==> config.mk <==
export PLATFORM = sky130hd
export DESIGN_NAME = camera_pixel_to_display8_converter_top
export DESIGN_NICKNAME = d
export VERILOG_FILES = /design/src/design/cp8_pkg.sv /design/src/design/cp8_cfg.sv /design/src/design/cp8_front.sv /design/src/design/cp8_queue.sv /design/src/design/cp8_back.sv /design/src/design/camera_pixel_to_display8_converter_top.sv
export SDC_FILE = /design/constraint.sdc
export NUM_CORES = 2
export LEC_CHECK = 0
export ABC_AREA = 1
export BUFFER_PORTS_ARGS = -buffer_cell sky130_fd_sc_hd__buf_2
export CAP_MARGIN = 20
export CORE_MARGIN = 5
export CORE_UTILIZATION = 55
export DETAILED_ROUTE_END_ITERATION = 8
export PLACE_DENSITY = 0.71
export SLEW_MARGIN = 20
export SYNTH_ARGS = -nofsm -noshare
export SYNTH_HDL_FRONTEND = slang
export SYNTH_HIERARCHICAL = 1
export SYNTH_SLANG_ARGS = --single-unit
==> constraint.sdc <==
create_clock -name aclk -period 8.4 [get_ports aclk]
set_input_delay 1.26 -clock aclk [delete_from_list [all_inputs] [get_ports aclk]]
set_output_delay 1.26 -clock aclk [all_outputs]
set_load 0.02 [all_outputs]
==> src/design/cp8_pkg.sv <==
// Shared types and constants for the camera pixel to display byte converter.
// Holds format codes, register indexes, reset values, and the queue and config structs.
`default_nettype none

package cp8_pkg;

    localparam int CFG_INDEX_W = 2;
    localparam int CFG_DATA_W  = 16;
    localparam int DIM_W       = 16;
    localparam int OUTW_W      = DIM_W + 1;
    localparam int SPAN_W      = 32;

    localparam logic [CFG_INDEX_W-1:0] CFG_IDX_PIXEL_FORMAT = 2'd0;
    localparam logic [CFG_INDEX_W-1:0] CFG_IDX_IMAGE_WIDTH  = 2'd1;
    localparam logic [CFG_INDEX_W-1:0] CFG_IDX_IMAGE_HEIGHT = 2'd2;

    localparam logic [3:0] FMT_MONO8   = 4'd0;
    localparam logic [3:0] FMT_MONO10  = 4'd1;
    localparam logic [3:0] FMT_MONO10P = 4'd2;
    localparam logic [3:0] FMT_MONO12  = 4'd3;
    localparam logic [3:0] FMT_MONO12P = 4'd4;
    localparam logic [3:0] FMT_MONO14  = 4'd5;
    localparam logic [3:0] FMT_MONO14P = 4'd6;
    localparam logic [3:0] FMT_MONO16  = 4'd7;
    localparam logic [3:0] FMT_RGB8    = 4'd8;
    localparam logic [3:0] FMT_BGR8    = 4'd9;

    localparam logic [DIM_W-1:0] RST_IMAGE_WIDTH  = 16'd640;
    localparam logic [DIM_W-1:0] RST_IMAGE_HEIGHT = 16'd480;

    localparam int CP8_QUEUE_DEPTH = 4;

    typedef struct packed {
        logic [3:0]        fmt;
        logic [DIM_W-1:0]  width;
        logic [DIM_W-1:0]  height;
        logic [OUTW_W-1:0] out_w;
        logic [SPAN_W-1:0] full_span;
        logic [SPAN_W-1:0] full_span_row;
        logic              busy;
        logic              reload;
    } cfg_t;

    typedef struct packed {
        logic [1:0] cnt;
        logic [7:0] byte0;
        logic [7:0] byte1;
        logic [7:0] byte2;
        logic       pad_last;
        logic       end_last;
    } bundle_t;

endpackage

`default_nettype wire

==> src/design/cp8_cfg.sv <==
// Configuration registers and derived frame span products.
// Depends on cp8_pkg; feeds cp8_front through cfg_t.
`default_nettype none

module cp8_cfg import cp8_pkg::*; (
    input  wire logic                   aclk,
    input  wire logic                   aresetn,
    input  wire logic                   wr_en,
    input  wire logic [CFG_INDEX_W-1:0] wr_index,
    input  wire logic [CFG_DATA_W-1:0]  wr_data,
    output cfg_t                        cfg
);

    localparam logic [1:0] SETTLE_CYCLES = 2'd2;

    logic [3:0]        fmt_reg;
    logic [DIM_W-1:0]  width_reg;
    logic [DIM_W-1:0]  height_reg;
    logic [1:0]        busy_reg;
    logic [SPAN_W-1:0] full_span_reg;
    logic [SPAN_W-1:0] full_span_row_reg;
    logic [OUTW_W-1:0] out_w;
    logic [SPAN_W:0]   span_prod;

    assign out_w     = {1'b0, width_reg} + {{DIM_W{1'b0}}, width_reg[0]};
    assign span_prod = {{(SPAN_W + 1 - DIM_W){1'b0}}, height_reg}
                     * {{(SPAN_W + 1 - OUTW_W){1'b0}}, out_w};

    always_ff @(posedge aclk) begin
        if (!aresetn) begin
            fmt_reg    <= FMT_MONO8;
            width_reg  <= RST_IMAGE_WIDTH;
            height_reg <= RST_IMAGE_HEIGHT;
            busy_reg   <= SETTLE_CYCLES;
        end else if (wr_en) begin
            case (wr_index)
                CFG_IDX_PIXEL_FORMAT: fmt_reg    <= wr_data[3:0];
                CFG_IDX_IMAGE_WIDTH:  width_reg  <= wr_data[DIM_W-1:0];
                CFG_IDX_IMAGE_HEIGHT: height_reg <= wr_data[DIM_W-1:0];
                default: ;
            endcase
            busy_reg <= SETTLE_CYCLES;
        end else if (busy_reg != 2'd0) begin
            busy_reg <= busy_reg - 2'd1;
        end
    end

    always_ff @(posedge aclk) begin
        full_span_reg     <= span_prod[SPAN_W-1:0];
        full_span_row_reg <= full_span_reg - {{(SPAN_W - OUTW_W){1'b0}}, out_w};
    end

    always_comb begin
        cfg.fmt           = fmt_reg;
        cfg.width         = width_reg;
        cfg.height        = height_reg;
        cfg.out_w         = out_w;
        cfg.full_span     = full_span_reg;
        cfg.full_span_row = full_span_row_reg;
        cfg.busy          = (busy_reg != 2'd0);
        cfg.reload        = (busy_reg == 2'd1);
    end

endmodule

`default_nettype wire

==> src/design/cp8_front.sv <==
// Front end: accepts raw bytes, tracks group phase, row and column, frame fill,
// and turns each byte into at most one result bundle. Depends on cp8_pkg.
`default_nettype none

module cp8_front import cp8_pkg::*; (
    input  wire logic       aclk,
    input  wire logic       aresetn,
    input  wire cfg_t       cfg,
    input  wire logic       s_valid,
    output logic            s_ready,
    input  wire logic [7:0] s_src_byte,
    input  wire logic       s_frame_start,
    input  wire logic       q_full,
    output logic            push,
    output bundle_t         push_data
);

    localparam logic [7:0] MASK_HI6 = 8'b1111_1100;
    localparam logic [7:0] MASK_LO2 = 8'b0000_0011;
    localparam logic [7:0] MASK_HI4 = 8'b1111_0000;
    localparam logic [7:0] MASK_LO4 = 8'b0000_1111;
    localparam logic [7:0] MASK_HI2 = 8'b1100_0000;
    localparam logic [7:0] MASK_LO6 = 8'b0011_1111;

    function automatic logic [7:0] mix10(input logic [7:0] h, input logic [7:0] b);
        return ((h & MASK_HI6) >> 2) | ((b & MASK_LO2) << 6);
    endfunction

    function automatic logic [7:0] mix12(input logic [7:0] h, input logic [7:0] b);
        return ((h & MASK_HI4) >> 4) | ((b & MASK_LO4) << 4);
    endfunction

    function automatic logic [7:0] mix14(input logic [7:0] h, input logic [7:0] b);
        return ((h & MASK_HI2) >> 6) | ((b & MASK_LO6) << 2);
    endfunction

    function automatic logic [2:0] group_len(input logic [3:0] fmt);
        logic [2:0] len;
        case (fmt)
            FMT_MONO8:   len = 3'd1;
            FMT_MONO10P: len = 3'd5;
            FMT_MONO12P: len = 3'd3;
            FMT_MONO14P: len = 3'd7;
            FMT_RGB8:    len = 3'd3;
            FMT_BGR8:    len = 3'd3;
            default:     len = 3'd2;
        endcase
        return len;
    endfunction

    function automatic logic [2:0] group_pixels(input logic [3:0] fmt);
        logic [2:0] grp;
        case (fmt)
            FMT_MONO10P: grp = 3'd4;
            FMT_MONO14P: grp = 3'd4;
            FMT_MONO12P: grp = 3'd2;
            default:     grp = 3'd0;
        endcase
        return grp;
    endfunction

    logic [2:0]        phase_reg, phase_next;
    logic [15:0]       held_reg, held_next;
    logic [DIM_W-1:0]  col_reg, col_next;
    logic [DIM_W-1:0]  row_reg, row_next;
    logic              full_reg, full_next;
    logic [SPAN_W-1:0] span_reg, span_next;
    logic [SPAN_W-1:0] span_row_reg, span_row_next;
    logic [SPAN_W-1:0] rowmul_reg;

    logic [2:0]        cur_phase;
    logic [15:0]       cur_held;
    logic [DIM_W-1:0]  cur_col;
    logic [DIM_W-1:0]  cur_row;
    logic              cur_full;
    logic [SPAN_W-1:0] cur_span;
    logic [SPAN_W-1:0] cur_span_row;

    logic [DIM_W-1:0]  rows_left;
    logic [SPAN_W:0]   rows_prod;
    logic [SPAN_W-1:0] out_w_ext;

    logic              accept;
    logic              fmt_ok;
    logic [2:0]        len;
    logic [2:0]        grp;
    logic [2:0]        ph;
    logic              group_last;
    logic              emit;
    logic              px_done;
    logic              grey;
    logic              bgr_out;
    logic              row_end;
    logic              pad;
    logic              full_hit;
    logic              end_hit;
    logic [7:0]        px;
    logic [7:0]        b;
    logic [7:0]        h;
    logic [DIM_W-1:0]  col1;
    logic [DIM_W-1:0]  row1;
    logic [DIM_W:0]    need0;
    logic [DIM_W:0]    need1;

    assign s_ready = !cfg.busy && !q_full;
    assign accept  = s_valid && s_ready;

    assign cur_phase    = s_frame_start ? 3'd0 : phase_reg;
    assign cur_held     = s_frame_start ? 16'd0 : held_reg;
    assign cur_col      = s_frame_start ? '0 : col_reg;
    assign cur_row      = s_frame_start ? '0 : row_reg;
    assign cur_full     = s_frame_start ? 1'b0 : full_reg;
    assign cur_span     = s_frame_start ? cfg.full_span : span_reg;
    assign cur_span_row = s_frame_start ? cfg.full_span_row : span_row_reg;

    assign out_w_ext = {{(SPAN_W - OUTW_W){1'b0}}, cfg.out_w};
    assign rows_left = (row_reg < cfg.height) ? cfg.height - row_reg : '0;
    assign rows_prod = {{(SPAN_W + 1 - DIM_W){1'b0}}, rows_left}
                     * {{(SPAN_W + 1 - OUTW_W){1'b0}}, cfg.out_w};

    assign b      = s_src_byte;
    assign h      = cur_held[7:0];
    assign fmt_ok = (cfg.fmt <= FMT_BGR8);
    assign len    = group_len(cfg.fmt);
    assign grp    = group_pixels(cfg.fmt);
    assign col1   = cur_col + 16'd1;
    assign row1   = cur_row + 16'd1;
    assign need0  = {1'b0, cur_col} + {{(DIM_W - 2){1'b0}}, grp};
    assign need1  = {1'b0, col1} + {{(DIM_W - 2){1'b0}}, grp};

    always_comb begin
        phase_next    = cur_phase;
        held_next     = cur_held;
        col_next      = cur_col;
        row_next      = cur_row;
        full_next     = cur_full;
        span_next     = cur_span;
        span_row_next = cur_span_row;
        ph            = 3'd0;
        group_last    = 1'b0;
        emit          = 1'b0;
        px_done       = 1'b0;
        grey          = 1'b0;
        bgr_out       = 1'b0;
        row_end       = 1'b0;
        pad           = 1'b0;
        full_hit      = 1'b0;
        end_hit       = 1'b0;
        px            = b;

        if (fmt_ok && cfg.width != '0 && cfg.height != '0 && !cur_full) begin
            if (cur_row >= cfg.height) begin
                full_next = 1'b1;
            end else begin
                ph         = (cur_phase >= len) ? 3'd0 : cur_phase;
                phase_next = ph;
                if (grp != 3'd0 && ph == 3'd0
                        && cur_span < {{(SPAN_W - DIM_W - 1){1'b0}}, need0}) begin
                    full_next = 1'b1;
                end else begin
                    group_last = (ph + 3'd1) == len;
                    phase_next = group_last ? 3'd0 : ph + 3'd1;
                    case (cfg.fmt)
                        FMT_MONO8: begin
                            emit = 1'b1;
                        end
                        FMT_MONO10, FMT_MONO12, FMT_MONO14, FMT_MONO16: begin
                            if (ph == 3'd0) begin
                                held_next = {8'd0, b};
                            end else begin
                                emit = 1'b1;
                                case (cfg.fmt)
                                    FMT_MONO10: px = mix10(h, b);
                                    FMT_MONO12: px = mix12(h, b);
                                    FMT_MONO14: px = mix14(h, b);
                                    default:    px = b;
                                endcase
                            end
                        end
                        FMT_MONO10P: begin
                            held_next = {8'd0, b};
                            emit      = (ph != 3'd0);
                            case (ph)
                                3'd1:    px = mix10(h, b);
                                3'd2:    px = mix12(h, b);
                                3'd3:    px = mix14(h, b);
                                default: px = b;
                            endcase
                        end
                        FMT_MONO12P: begin
                            held_next = {8'd0, b};
                            emit      = (ph != 3'd0);
                            px        = (ph == 3'd1) ? mix12(h, b) : b;
                        end
                        FMT_MONO14P: begin
                            held_next = {8'd0, b};
                            emit      = (ph inside {3'd1, 3'd3, 3'd5, 3'd6});
                            case (ph)
                                3'd1:    px = mix14(h, b);
                                3'd3:    px = mix12(h, b);
                                3'd5:    px = mix10(h, b);
                                default: px = b;
                            endcase
                        end
                        FMT_RGB8: begin
                            emit    = 1'b1;
                            px_done = (ph == 3'd2);
                        end
                        default: begin
                            if (ph == 3'd0) begin
                                held_next = {8'd0, b};
                            end else if (ph == 3'd1) begin
                                held_next = {b, cur_held[7:0]};
                            end else begin
                                emit    = 1'b1;
                                bgr_out = 1'b1;
                                px_done = 1'b1;
                            end
                        end
                    endcase

                    grey = (cfg.fmt inside {[FMT_MONO8:FMT_MONO16]});
                    if (grey) begin
                        px_done = emit;
                    end

                    if (emit) begin
                        if (px_done) begin
                            col_next = col1;
                            if (col1 >= cfg.width) begin
                                row_end       = 1'b1;
                                col_next      = '0;
                                row_next      = row1;
                                span_next     = cur_span_row;
                                span_row_next = cur_span_row - out_w_ext;
                                pad           = grey && cfg.width[0];
                                if (row1 >= cfg.height) begin
                                    full_hit  = 1'b1;
                                    full_next = 1'b1;
                                end
                            end
                        end
                        if (grp != 3'd0 && group_last && !full_hit) begin
                            if (row_end ? (cur_span_row < {{(SPAN_W - 3){1'b0}}, grp})
                                        : (cur_span < {{(SPAN_W - DIM_W - 1){1'b0}}, need1})) begin
                                end_hit   = 1'b1;
                                full_next = 1'b1;
                            end
                        end
                    end
                end
            end
        end
    end

    always_comb begin
        push               = accept && emit;
        push_data.cnt      = bgr_out ? 2'd3 : (pad ? 2'd2 : 2'd1);
        push_data.byte0    = px;
        push_data.byte1    = bgr_out ? cur_held[15:8] : 8'd0;
        push_data.byte2    = cur_held[7:0];
        push_data.pad_last = pad;
        push_data.end_last = full_hit || end_hit;
    end

    always_ff @(posedge aclk) begin
        if (!aresetn) begin
            phase_reg    <= 3'd0;
            held_reg     <= 16'd0;
            col_reg      <= '0;
            row_reg      <= '0;
            full_reg     <= 1'b0;
            span_reg     <= '0;
            span_row_reg <= '0;
        end else if (accept) begin
            phase_reg    <= phase_next;
            held_reg     <= held_next;
            col_reg      <= col_next;
            row_reg      <= row_next;
            full_reg     <= full_next;
            span_reg     <= span_next;
            span_row_reg <= span_row_next;
        end else if (cfg.reload) begin
            span_reg     <= rowmul_reg;
            span_row_reg <= rowmul_reg - out_w_ext;
        end
    end

    always_ff @(posedge aclk) begin
        rowmul_reg <= rows_prod[SPAN_W-1:0];
    end

endmodule

`default_nettype wire

==> src/design/cp8_queue.sv <==
// Short queue of result bundles between the front end and the output stage.
// Depends on cp8_pkg for bundle_t.
`default_nettype none

module cp8_queue import cp8_pkg::*; #(
    parameter int DEPTH = CP8_QUEUE_DEPTH
) (
    input  wire logic    aclk,
    input  wire logic    aresetn,
    input  wire logic    push,
    input  wire bundle_t push_data,
    output logic         full,
    input  wire logic    pop,
    output bundle_t      pop_data,
    output logic         empty
);

    localparam int PTR_W = (DEPTH > 1) ? $clog2(DEPTH) : 1;
    localparam int CNT_W = $clog2(DEPTH + 1);
    localparam logic [PTR_W-1:0] PTR_LAST = PTR_W'(DEPTH - 1);

    bundle_t          slots_reg [DEPTH];
    logic [PTR_W-1:0] wr_ptr_reg;
    logic [PTR_W-1:0] rd_ptr_reg;
    logic [CNT_W-1:0] count_reg;

    assign full     = (count_reg == CNT_W'(DEPTH));
    assign empty    = (count_reg == '0);
    assign pop_data = slots_reg[rd_ptr_reg];

    always_ff @(posedge aclk) begin
        if (push) begin
            slots_reg[wr_ptr_reg] <= push_data;
        end
    end

    always_ff @(posedge aclk) begin
        if (!aresetn) begin
            wr_ptr_reg <= '0;
            rd_ptr_reg <= '0;
            count_reg  <= '0;
        end else begin
            if (push) begin
                wr_ptr_reg <= (wr_ptr_reg == PTR_LAST) ? '0 : wr_ptr_reg + 1'b1;
            end
            if (pop) begin
                rd_ptr_reg <= (rd_ptr_reg == PTR_LAST) ? '0 : rd_ptr_reg + 1'b1;
            end
            if (push && !pop) begin
                count_reg <= count_reg + 1'b1;
            end else if (pop && !push) begin
                count_reg <= count_reg - 1'b1;
            end
        end
    end

endmodule

`default_nettype wire

==> src/design/cp8_back.sv <==
// Output stage: holds one result bundle and hands out its results one request at a time.
// Depends on cp8_pkg for bundle_t.
`default_nettype none

module cp8_back import cp8_pkg::*; (
    input  wire logic    aclk,
    input  wire logic    aresetn,
    input  wire logic    empty,
    input  wire bundle_t pop_data,
    output logic         pop,
    output logic         m_valid,
    input  wire logic    m_ready,
    output logic [7:0]   m_out_byte,
    output logic         m_is_pad,
    output logic         m_frame_end,
    output logic         m_last_of_step
);

    bundle_t    cur_reg;
    logic       valid_reg;
    logic [1:0] idx_reg;
    logic       last;
    logic       take;

    assign last    = valid_reg && ((idx_reg + 2'd1) == cur_reg.cnt);
    assign take    = valid_reg && m_ready;
    assign pop     = !empty && (!valid_reg || (m_ready && last));
    assign m_valid = valid_reg;

    always_comb begin
        case (idx_reg)
            2'd0:    m_out_byte = cur_reg.byte0;
            2'd1:    m_out_byte = cur_reg.byte1;
            default: m_out_byte = cur_reg.byte2;
        endcase
        m_is_pad       = last && cur_reg.pad_last;
        m_frame_end    = last && cur_reg.end_last;
        m_last_of_step = last;
    end

    always_ff @(posedge aclk) begin
        if (!aresetn) begin
            valid_reg <= 1'b0;
            idx_reg   <= 2'd0;
        end else if (pop) begin
            valid_reg <= 1'b1;
            idx_reg   <= 2'd0;
        end else if (take) begin
            if (last) begin
                valid_reg <= 1'b0;
            end else begin
                idx_reg <= idx_reg + 2'd1;
            end
        end
    end

    always_ff @(posedge aclk) begin
        if (pop) begin
            cur_reg <= pop_data;
        end
    end

endmodule

`default_nettype wire

==> src/design/camera_pixel_to_display8_converter_top.sv <==
// Top level of the camera pixel to display byte converter.
// Depends on cp8_pkg, cp8_cfg, cp8_front, cp8_queue and cp8_back.
//
// Takes one raw camera byte per clock while s_ready is high and gives one display
// byte per clock while m_ready is high. A byte enters in the cycle it is accepted;
// its first result passes through a queue slot and the output stage register before
// it can be taken. Most bytes give zero or one result; the last pixel of an odd grey
// row gives two (pixel, then zero pad) and the third byte of a BGR8 triple gives three,
// so the sustained output is one result per clock and the input rate is set by the
// result count per byte. QUEUE_DEPTH result groups sit between input and output; when
// it is full, s_ready drops. After reset and after every configuration write, s_ready
// stays low while the frame span products (height times padded width) refresh.
`default_nettype none

module camera_pixel_to_display8_converter_top import cp8_pkg::*; #(
    parameter int QUEUE_DEPTH = CP8_QUEUE_DEPTH
) (
    input  wire logic                   aclk,
    input  wire logic                   aresetn,
    input  wire logic                   cfg_valid,
    output logic                        cfg_ready,
    input  wire logic [CFG_INDEX_W-1:0] cfg_index,
    input  wire logic [CFG_DATA_W-1:0]  cfg_data,
    input  wire logic                   s_valid,
    output logic                        s_ready,
    input  wire logic [7:0]             s_src_byte,
    input  wire logic                   s_frame_start,
    output logic                        m_valid,
    input  wire logic                   m_ready,
    output logic [7:0]                  m_out_byte,
    output logic                        m_is_pad,
    output logic                        m_frame_end,
    output logic                        m_last_of_step
);

    cfg_t    cfg;
    bundle_t push_data;
    bundle_t pop_data;
    logic    push;
    logic    pop;
    logic    q_full;
    logic    q_empty;

    assign cfg_ready = 1'b1;

    cp8_cfg u_cfg (
        .aclk     (aclk),
        .aresetn  (aresetn),
        .wr_en    (cfg_valid && cfg_ready),
        .wr_index (cfg_index),
        .wr_data  (cfg_data),
        .cfg      (cfg)
    );

    cp8_front u_front (
        .aclk          (aclk),
        .aresetn       (aresetn),
        .cfg           (cfg),
        .s_valid       (s_valid),
        .s_ready       (s_ready),
        .s_src_byte    (s_src_byte),
        .s_frame_start (s_frame_start),
        .q_full        (q_full),
        .push          (push),
        .push_data     (push_data)
    );

    cp8_queue #(
        .DEPTH (QUEUE_DEPTH)
    ) u_queue (
        .aclk      (aclk),
        .aresetn   (aresetn),
        .push      (push),
        .push_data (push_data),
        .full      (q_full),
        .pop       (pop),
        .pop_data  (pop_data),
        .empty     (q_empty)
    );

    cp8_back u_back (
        .aclk           (aclk),
        .aresetn        (aresetn),
        .empty          (q_empty),
        .pop_data       (pop_data),
        .pop            (pop),
        .m_valid        (m_valid),
        .m_ready        (m_ready),
        .m_out_byte     (m_out_byte),
        .m_is_pad       (m_is_pad),
        .m_frame_end    (m_frame_end),
        .m_last_of_step (m_last_of_step)
    );

endmodule

`default_nettype wire
==> Yosys cells after proc, flatten, opt, wreduce, memory -nomap -nowiden <==
Memories as Yosys holds them, arrays and structs flattened. A register that Yosys moved wholly into a read port is not among the register bits.
Index checks and enable logic that the tools add are counted.
{ "totals": {"ff_bits": 260, "ramBits": 112, "in_bits": 32, "out_inout_bits": 14, "elab_cells": 267, "n_memories": 1} }
{ "classes": {"add_sub_neg": 16, "n_mul": 2, "n_lt_le_gt_ge": 11, "n_eq_ne": 23, "n_mux": 130, "bitwise_logic": 5, "reduce_logical": 60} }
{ "mem_list": {"columns": ["memory", "depth", "word_bits", "read_ports", "rd_clocked_by_memory_dff", "write_ports", "line", "text"], "rows": [
  ["u_queue.slots_reg", 4, 28, 1, 1, 1, "cp8_queue.sv:22", "bundle_t slots_reg [DEPTH];"]
]} }
{ "op_table": {"columns": ["operator", "count"], "rows": [
  ["32-bit two-way mux", 18],
  ["16-bit two-way mux", 22],
  ["32-bit by 17-bit subtractor with 32-bit output", 3],
  ["8-bit case mux with 3 select lines", 3],
  ["32-bit by 17-bit < comparator with 1-bit output", 2],
  ["16-bit by 17-bit multiplier with 32-bit output", 2],
  ["1-bit two-way mux", 62],
  ["16-bit >= comparator", 3],
  ["8-bit two-way mux", 6],
  ["16-bit case mux with 3 select lines", 1],
  ["16-bit by 3-bit adder with 17-bit output", 2],
  ["16-bit by 1-bit adder with 16-bit output (second input constant)", 2],
  ["32-bit by 3-bit < comparator with 1-bit output", 1],
  ["8-bit case mux with 4 select lines", 1],
  ["16-bit nonzero test", 2],
  ["3-bit two-way mux", 8],
  ["1-bit logical AND", 20],
  ["16-bit by 1-bit adder with 17-bit output", 1],
  ["4-bit by 3-bit equality test with 1-bit output (second input constant)", 4],
  ["16-bit < comparator", 1],
  ["8-bit case mux with 2 select lines", 1],
  ["16-bit subtractor", 1],
  ["3-bit case mux with 4 select lines", 1],
  ["2-bit AND reduction", 5],
  ["39 further kinds", 75]
]} }

==> Logic depth before layout (Yosys ltp) <==
{ "depth": {"ltp_word": 29, "ltp_mapped": 44, "mapped_depth_nobuf": 42} }

==> Hierarchy <==
Netlist, hierarchy kept.
{ "by_module_without_submodules": {"columns": ["module", "n_inst", "cells_per_inst", "area_each_um2", "seq_area_each_um2"], "rows": [
  ["cp8_front", 1, 3562, 24367.1, 2962.8],
  ["cp8_cfg", 1, 1826, 13434.1, 2001.9],
  ["cp8_queue", 1, 330, 4614.4, 3543.4],
  ["cp8_back", 1, 104, 1272.5, 900.9],
  ["camera_pixel_to_display8_converter_top", 1, 2, 11.3, 0.0]
]} }

==> Worst setup path before layout <==
OpenSTA, ideal clock, no wires.
{ "synth_path": {"path_kind": "register to register", "from": "reg u_cfg.height_reg[0]", "to": "reg u_front.rowmul_reg[31]", "setup_time_ns": 0.112, "arrival_time_ns": 7.217, "t_required_ns": 8.288, "setup_slack_ns": 1.071, "path_stages_with_launch": 43, "path_buffers": 2, "synth_period_minus_slack_ns": 7.329, "cell_sequence": "dfxtp_1 -> inv_1 -> ha_1 -> fa_1 -> inv_1 -> nand3_1 -> nand2_1 -> nand2_1 -> o211ai_1 -> a21oi_1 -> inv_1 -> nand2_1 -> nand3b_1 -> o31ai_1 -> buf_2 -> nor2_1 -> buf_2 -> nand2_1 -> (+7 left out) -> fa_1 -> inv_1 -> fa_1 -> inv_1 -> ha_1 -> nand2_1 -> nor2_1 -> nand3_1 -> o2111ai_1 -> a21boi_0 -> o21ai_0 -> nand2_1 -> nand2_1 -> nand2_1 -> nand2_1 -> inv_1 -> nand2_1 -> nand2_1"} }
{ "synth_via": {"elab_chain_len": 3, "elab_cells_between_ends": 4, "cone_classes": "add/sub: 1; mul: 1; order compare: 1; mux: 1"} }
{ "synth_rtl": {"columns": ["element", "line", "text"], "rows": [
  ["from (decl)", "cp8_cfg.sv:18", "logic [DIM_W-1:0] height_reg;"],
  ["from (signal assigned)", "cp8_cfg.sv:39", "CFG_IDX_IMAGE_HEIGHT: height_reg <= wr_data[DIM_W-1:0];"],
  ["16-bit subtractor or 16-bit < comparator (tied branches)", "cp8_front.sv:117", "assign rows_left = (row_reg < cfg.height) ? cfg.height - row_reg : '0;"],
  ["16-bit two-way mux (*)", "cp8_front.sv:117", null],
  ["16-bit by 17-bit multiplier with 32-bit output (*)", "cp8_front.sv:119", "* {{(SPAN_W + 1 - OUTW_W){1'b0}}, cfg.out_w};"],
  ["net u_front.rows_prod[31]", "cp8_front.sv:80", "logic [SPAN_W:0] rows_prod;"],
  ["to (signal assigned)", "cp8_front.sv:290", "rowmul_reg <= rows_prod[SPAN_W-1:0];"],
  ["to (decl)", "cp8_front.sv:69", "logic [SPAN_W-1:0] rowmul_reg;"]
]} }
Mark *: on every way through the listed nets, which the timed path passes. The rest lies on a longest branch.
A chain may end at the register's enable or synchronous reset.

==> Final worst setup path <==
Same ends and word-level chain as after synthesis.

==> results_dict.tcl <==
set metrics [dict create \
    status "complete, no violations" \
    clock_latency_ns 0.60 \
    cp-start-kind "flip-flop" \
    drt_iter0_drc 3883 \
    maxCapViolCount 0 \
    switchingPower_mw 4.72 \
    num_vias 39800 \
    p_int_mw 5.47 \
    postCtsSetupBuffers 0 \
    synthFlopType "dfxtp_1" \
    rows 103 \
    drt_wl_total_microns 147000 \
    p_per_area_nw_per_um2 218 \
    utilization_pct 59.2 \
    synthAdderAreaFrac_pct 29.3 \
    grt_max_degree 82 \
    gp_congestion 1.01 \
    p_clk_share_pct 21.2 \
    numPortBuffers 44 \
    synthMuxAreaShare_pct 0.435 \
    synth-seq-cells 400 \
    setup-tns-final_ns 0 \
    fp.dieH_microns 292 \
    ant_nets 0 \
    pwr-share-seq_pct 25.9 \
    ys_warn_count 6 \
    worstMarginPinSlew_ns 1.22 \
    remaining_drc_errors 0 \
    synth_compound_gate_area_share_pct 12.0 \
    min_period_over_period_pct 93.3 \
    synth-xor-area-share_pct 3.22 \
    grt_use_total_pct 33.8 \
    synth_top_family_by_area "adder cells" \
    cts_sinks 400 \
    cts_buffer_depth 3 \
    drv_slew 0 \
    area_growth_pct 6.91 \
    largest_register_ffs 112 \
    critPathMaxFanout 14 \
    wl_per_cell_microns 21.2 \
    dieArea_sq_um 85200 \
    coreArea_sq_um 78900 \
    numCtsBuffers 45 \
    max_stage_delay_ns 0.55 \
    htreeDepth 2 \
    die_x_microns 292 \
    p_leak_nw 22.8 \
    finalCriticalPeriod_ns 7.83 \
    drive_gt1_share_pct 6.85 \
    crit_slowest_cell "fa_1" \
    fin_skew_ns 0.0303 \
    synthArstFlopShare_pct 0 \
    nets 6649 \
    grt_pass1_wl_microns 226000 \
    final_hold_viol_count 0 \
    worstPathArrival_ns 8.31 \
    max_slew_margin_pct 18.4 \
    ys_seq_area_share_pct 21.5 \
    swShare_pct 46.3 \
    antenna_found_initial 3 \
    root_buffer "clkbuf_16" \
    dr.pass1.iters 8 \
    cp-end-kind "flip-flop" \
    ctsHoldBuffers 0 \
    synthSimpleGateAreaFrac_pct 22.4 \
    peakVddDrop_mv 0.203 \
    synth_enable_flop_cells 140 \
    syn_inst 5824 \
    synth.distinct_cells 68 \
    synth_area_sq_um 43700 \
    rsz0062_at_grt "no" \
    hp-class "reg2reg" \
    gr-total-overflow 0 \
    final-setup-viol-count 0 \
    vias_per_cell 5.75 \
    cts_tree "yes" \
    combinationalPowerShare_pct 52.9 \
    ctsResizeCount 0 \
    path_common_cell "nand2_1" \
    start_util_pct 55.4 \
    dp_hpwl_microns 115000 \
    clk_pin_slew_ns 0.07 \
    syn_avg_cell_area_sq_um 7.50 \
    timing.fmax_mhz 128 \
    required_ns 8.87 \
    path_class "reg2reg" \
    grt_pass1_vias 39500 \
    io_pins 46 \
]
cell usage in the layout (no fill, tap or decap), types with 51 or more instances in the layout:
cell and instances:
nor3_1 51, nand4_1 54, ha_1 374, nand3_1 182, a21oi_1 371, fa_1 406, dfxtp_1 260, o21ai_0 321
inv_1 983, nand2_1 1194, edfxtp_1 140, nor2_1 654, buf_4 106, xor2_1 108
critical path, delay by kind of cell (launching register included):
family / cells / cell delay (ns)
simple gates: 16 / 1.51
flops: 1 / 0.34
fa+ha+maj: 9 / 3.69
buf+inv: 11 / 1.11
compound gates: 6 / 1.05
stage by stage:
step                      power, mW  cells  hold WS, ns  setup slack (ns)  instance area [sq um]
after floorplan                6.27   5826        0.431              1.07                  43700
after global placement         7.88   6840        0.449             0.654                  45100
after detailed placement       7.95   6840        0.455             0.572                  45100
after CTS                      10.1   6921        0.465             0.521                  46700
after global routing           10.9   6921        0.480            0.0293                  46700
final                          10.2   6923        0.465             0.565                  46700
worst paths after layout:
kind              slack [ns]                      to  cells past startpoint                start
setup / recovery        0.57  u_front/rowmul_reg[31]                     42  u_cfg/height_reg[0]
hold / removal          0.46      u_front/row_reg[7]                      2   u_front/row_reg[7]
setup reg to reg        0.57  u_front/rowmul_reg[31]                     42  u_cfg/height_reg[0]
hold reg to reg         0.46      u_front/row_reg[7]                      2   u_front/row_reg[7]
power groups by stage:
stage                     clock network (mW)  registers (mW)  logic, mW
after CTS                               2.19            2.63       5.32
after floorplan                            0            2.54       3.73
after detailed placement                   0            2.67       5.27
after global routing                    2.27            2.66       6.01
after global placement                     0            2.67       5.20
final                                   2.16            2.64       5.39
area by class of cell:
class / count / area, sq um
Tap cell: 1050 / 1310
Antenna cell: 2 / 5.00
Sequential cell: 400 / 9410
Inverter: 1033 / 3880
Clock inverter: 27 / 374
Timing Repair Buffer: 149 / 1030
Fill cell: 7337 / 32200
Clock buffer: 54 / 1220
Multi-Input combinational cell: 4208 / 29500
layer usage:
layer | GRT usage [%] | wire length, microns
met1 | 42.1 | 56900
met2 | 55.6 | 66600
met3 | 6.40 | 12800
met4 | 19.1 | 10400
met5 | 0 | 13
kinds of logic (layout without fill, tap and decap cells):
| family | count (synthesis) | in the layout |
|---|---|---|
| compound gates | 945 | 945 |
| xor+xnor | 149 | 149 |
| mux | 19 | 19 |
| flops | 400 | 400 |
| fa+ha+maj | 780 | 780 |
| simple gates | 2311 | 2311 |
| other cells | 2 | 6 |
| buf+inv | 1218 | 1263 |
cells in the mapped netlist, types with 22 or more instances:
library cell     n  share of area (%)
a21oi_1        371                4.2
buf_2           33               0.38
clkbuf_1       114               0.98
dfxtp_1        260                 12
edfxtp_1       140                9.6
fa_1           406                 19
ha_1           374                 11
inv_1          985                8.5
inv_2           33               0.28
nand2_1       1195                 10
nand2_2         27               0.39
nand3_1        182                2.1
nand4_1         54               0.77
nor2_1         654                5.6
nor2_2          38               0.54
nor3_1          51               0.58
o211ai_1        40               0.69
o21ai_0        323                3.7
o21ai_1         36               0.41
o221ai_1        23               0.46
o22ai_1         37               0.53
or2_2           22               0.31
xnor2_1         31               0.62
xor2_1         109                2.2
Power figures use the tool's default switching activity.
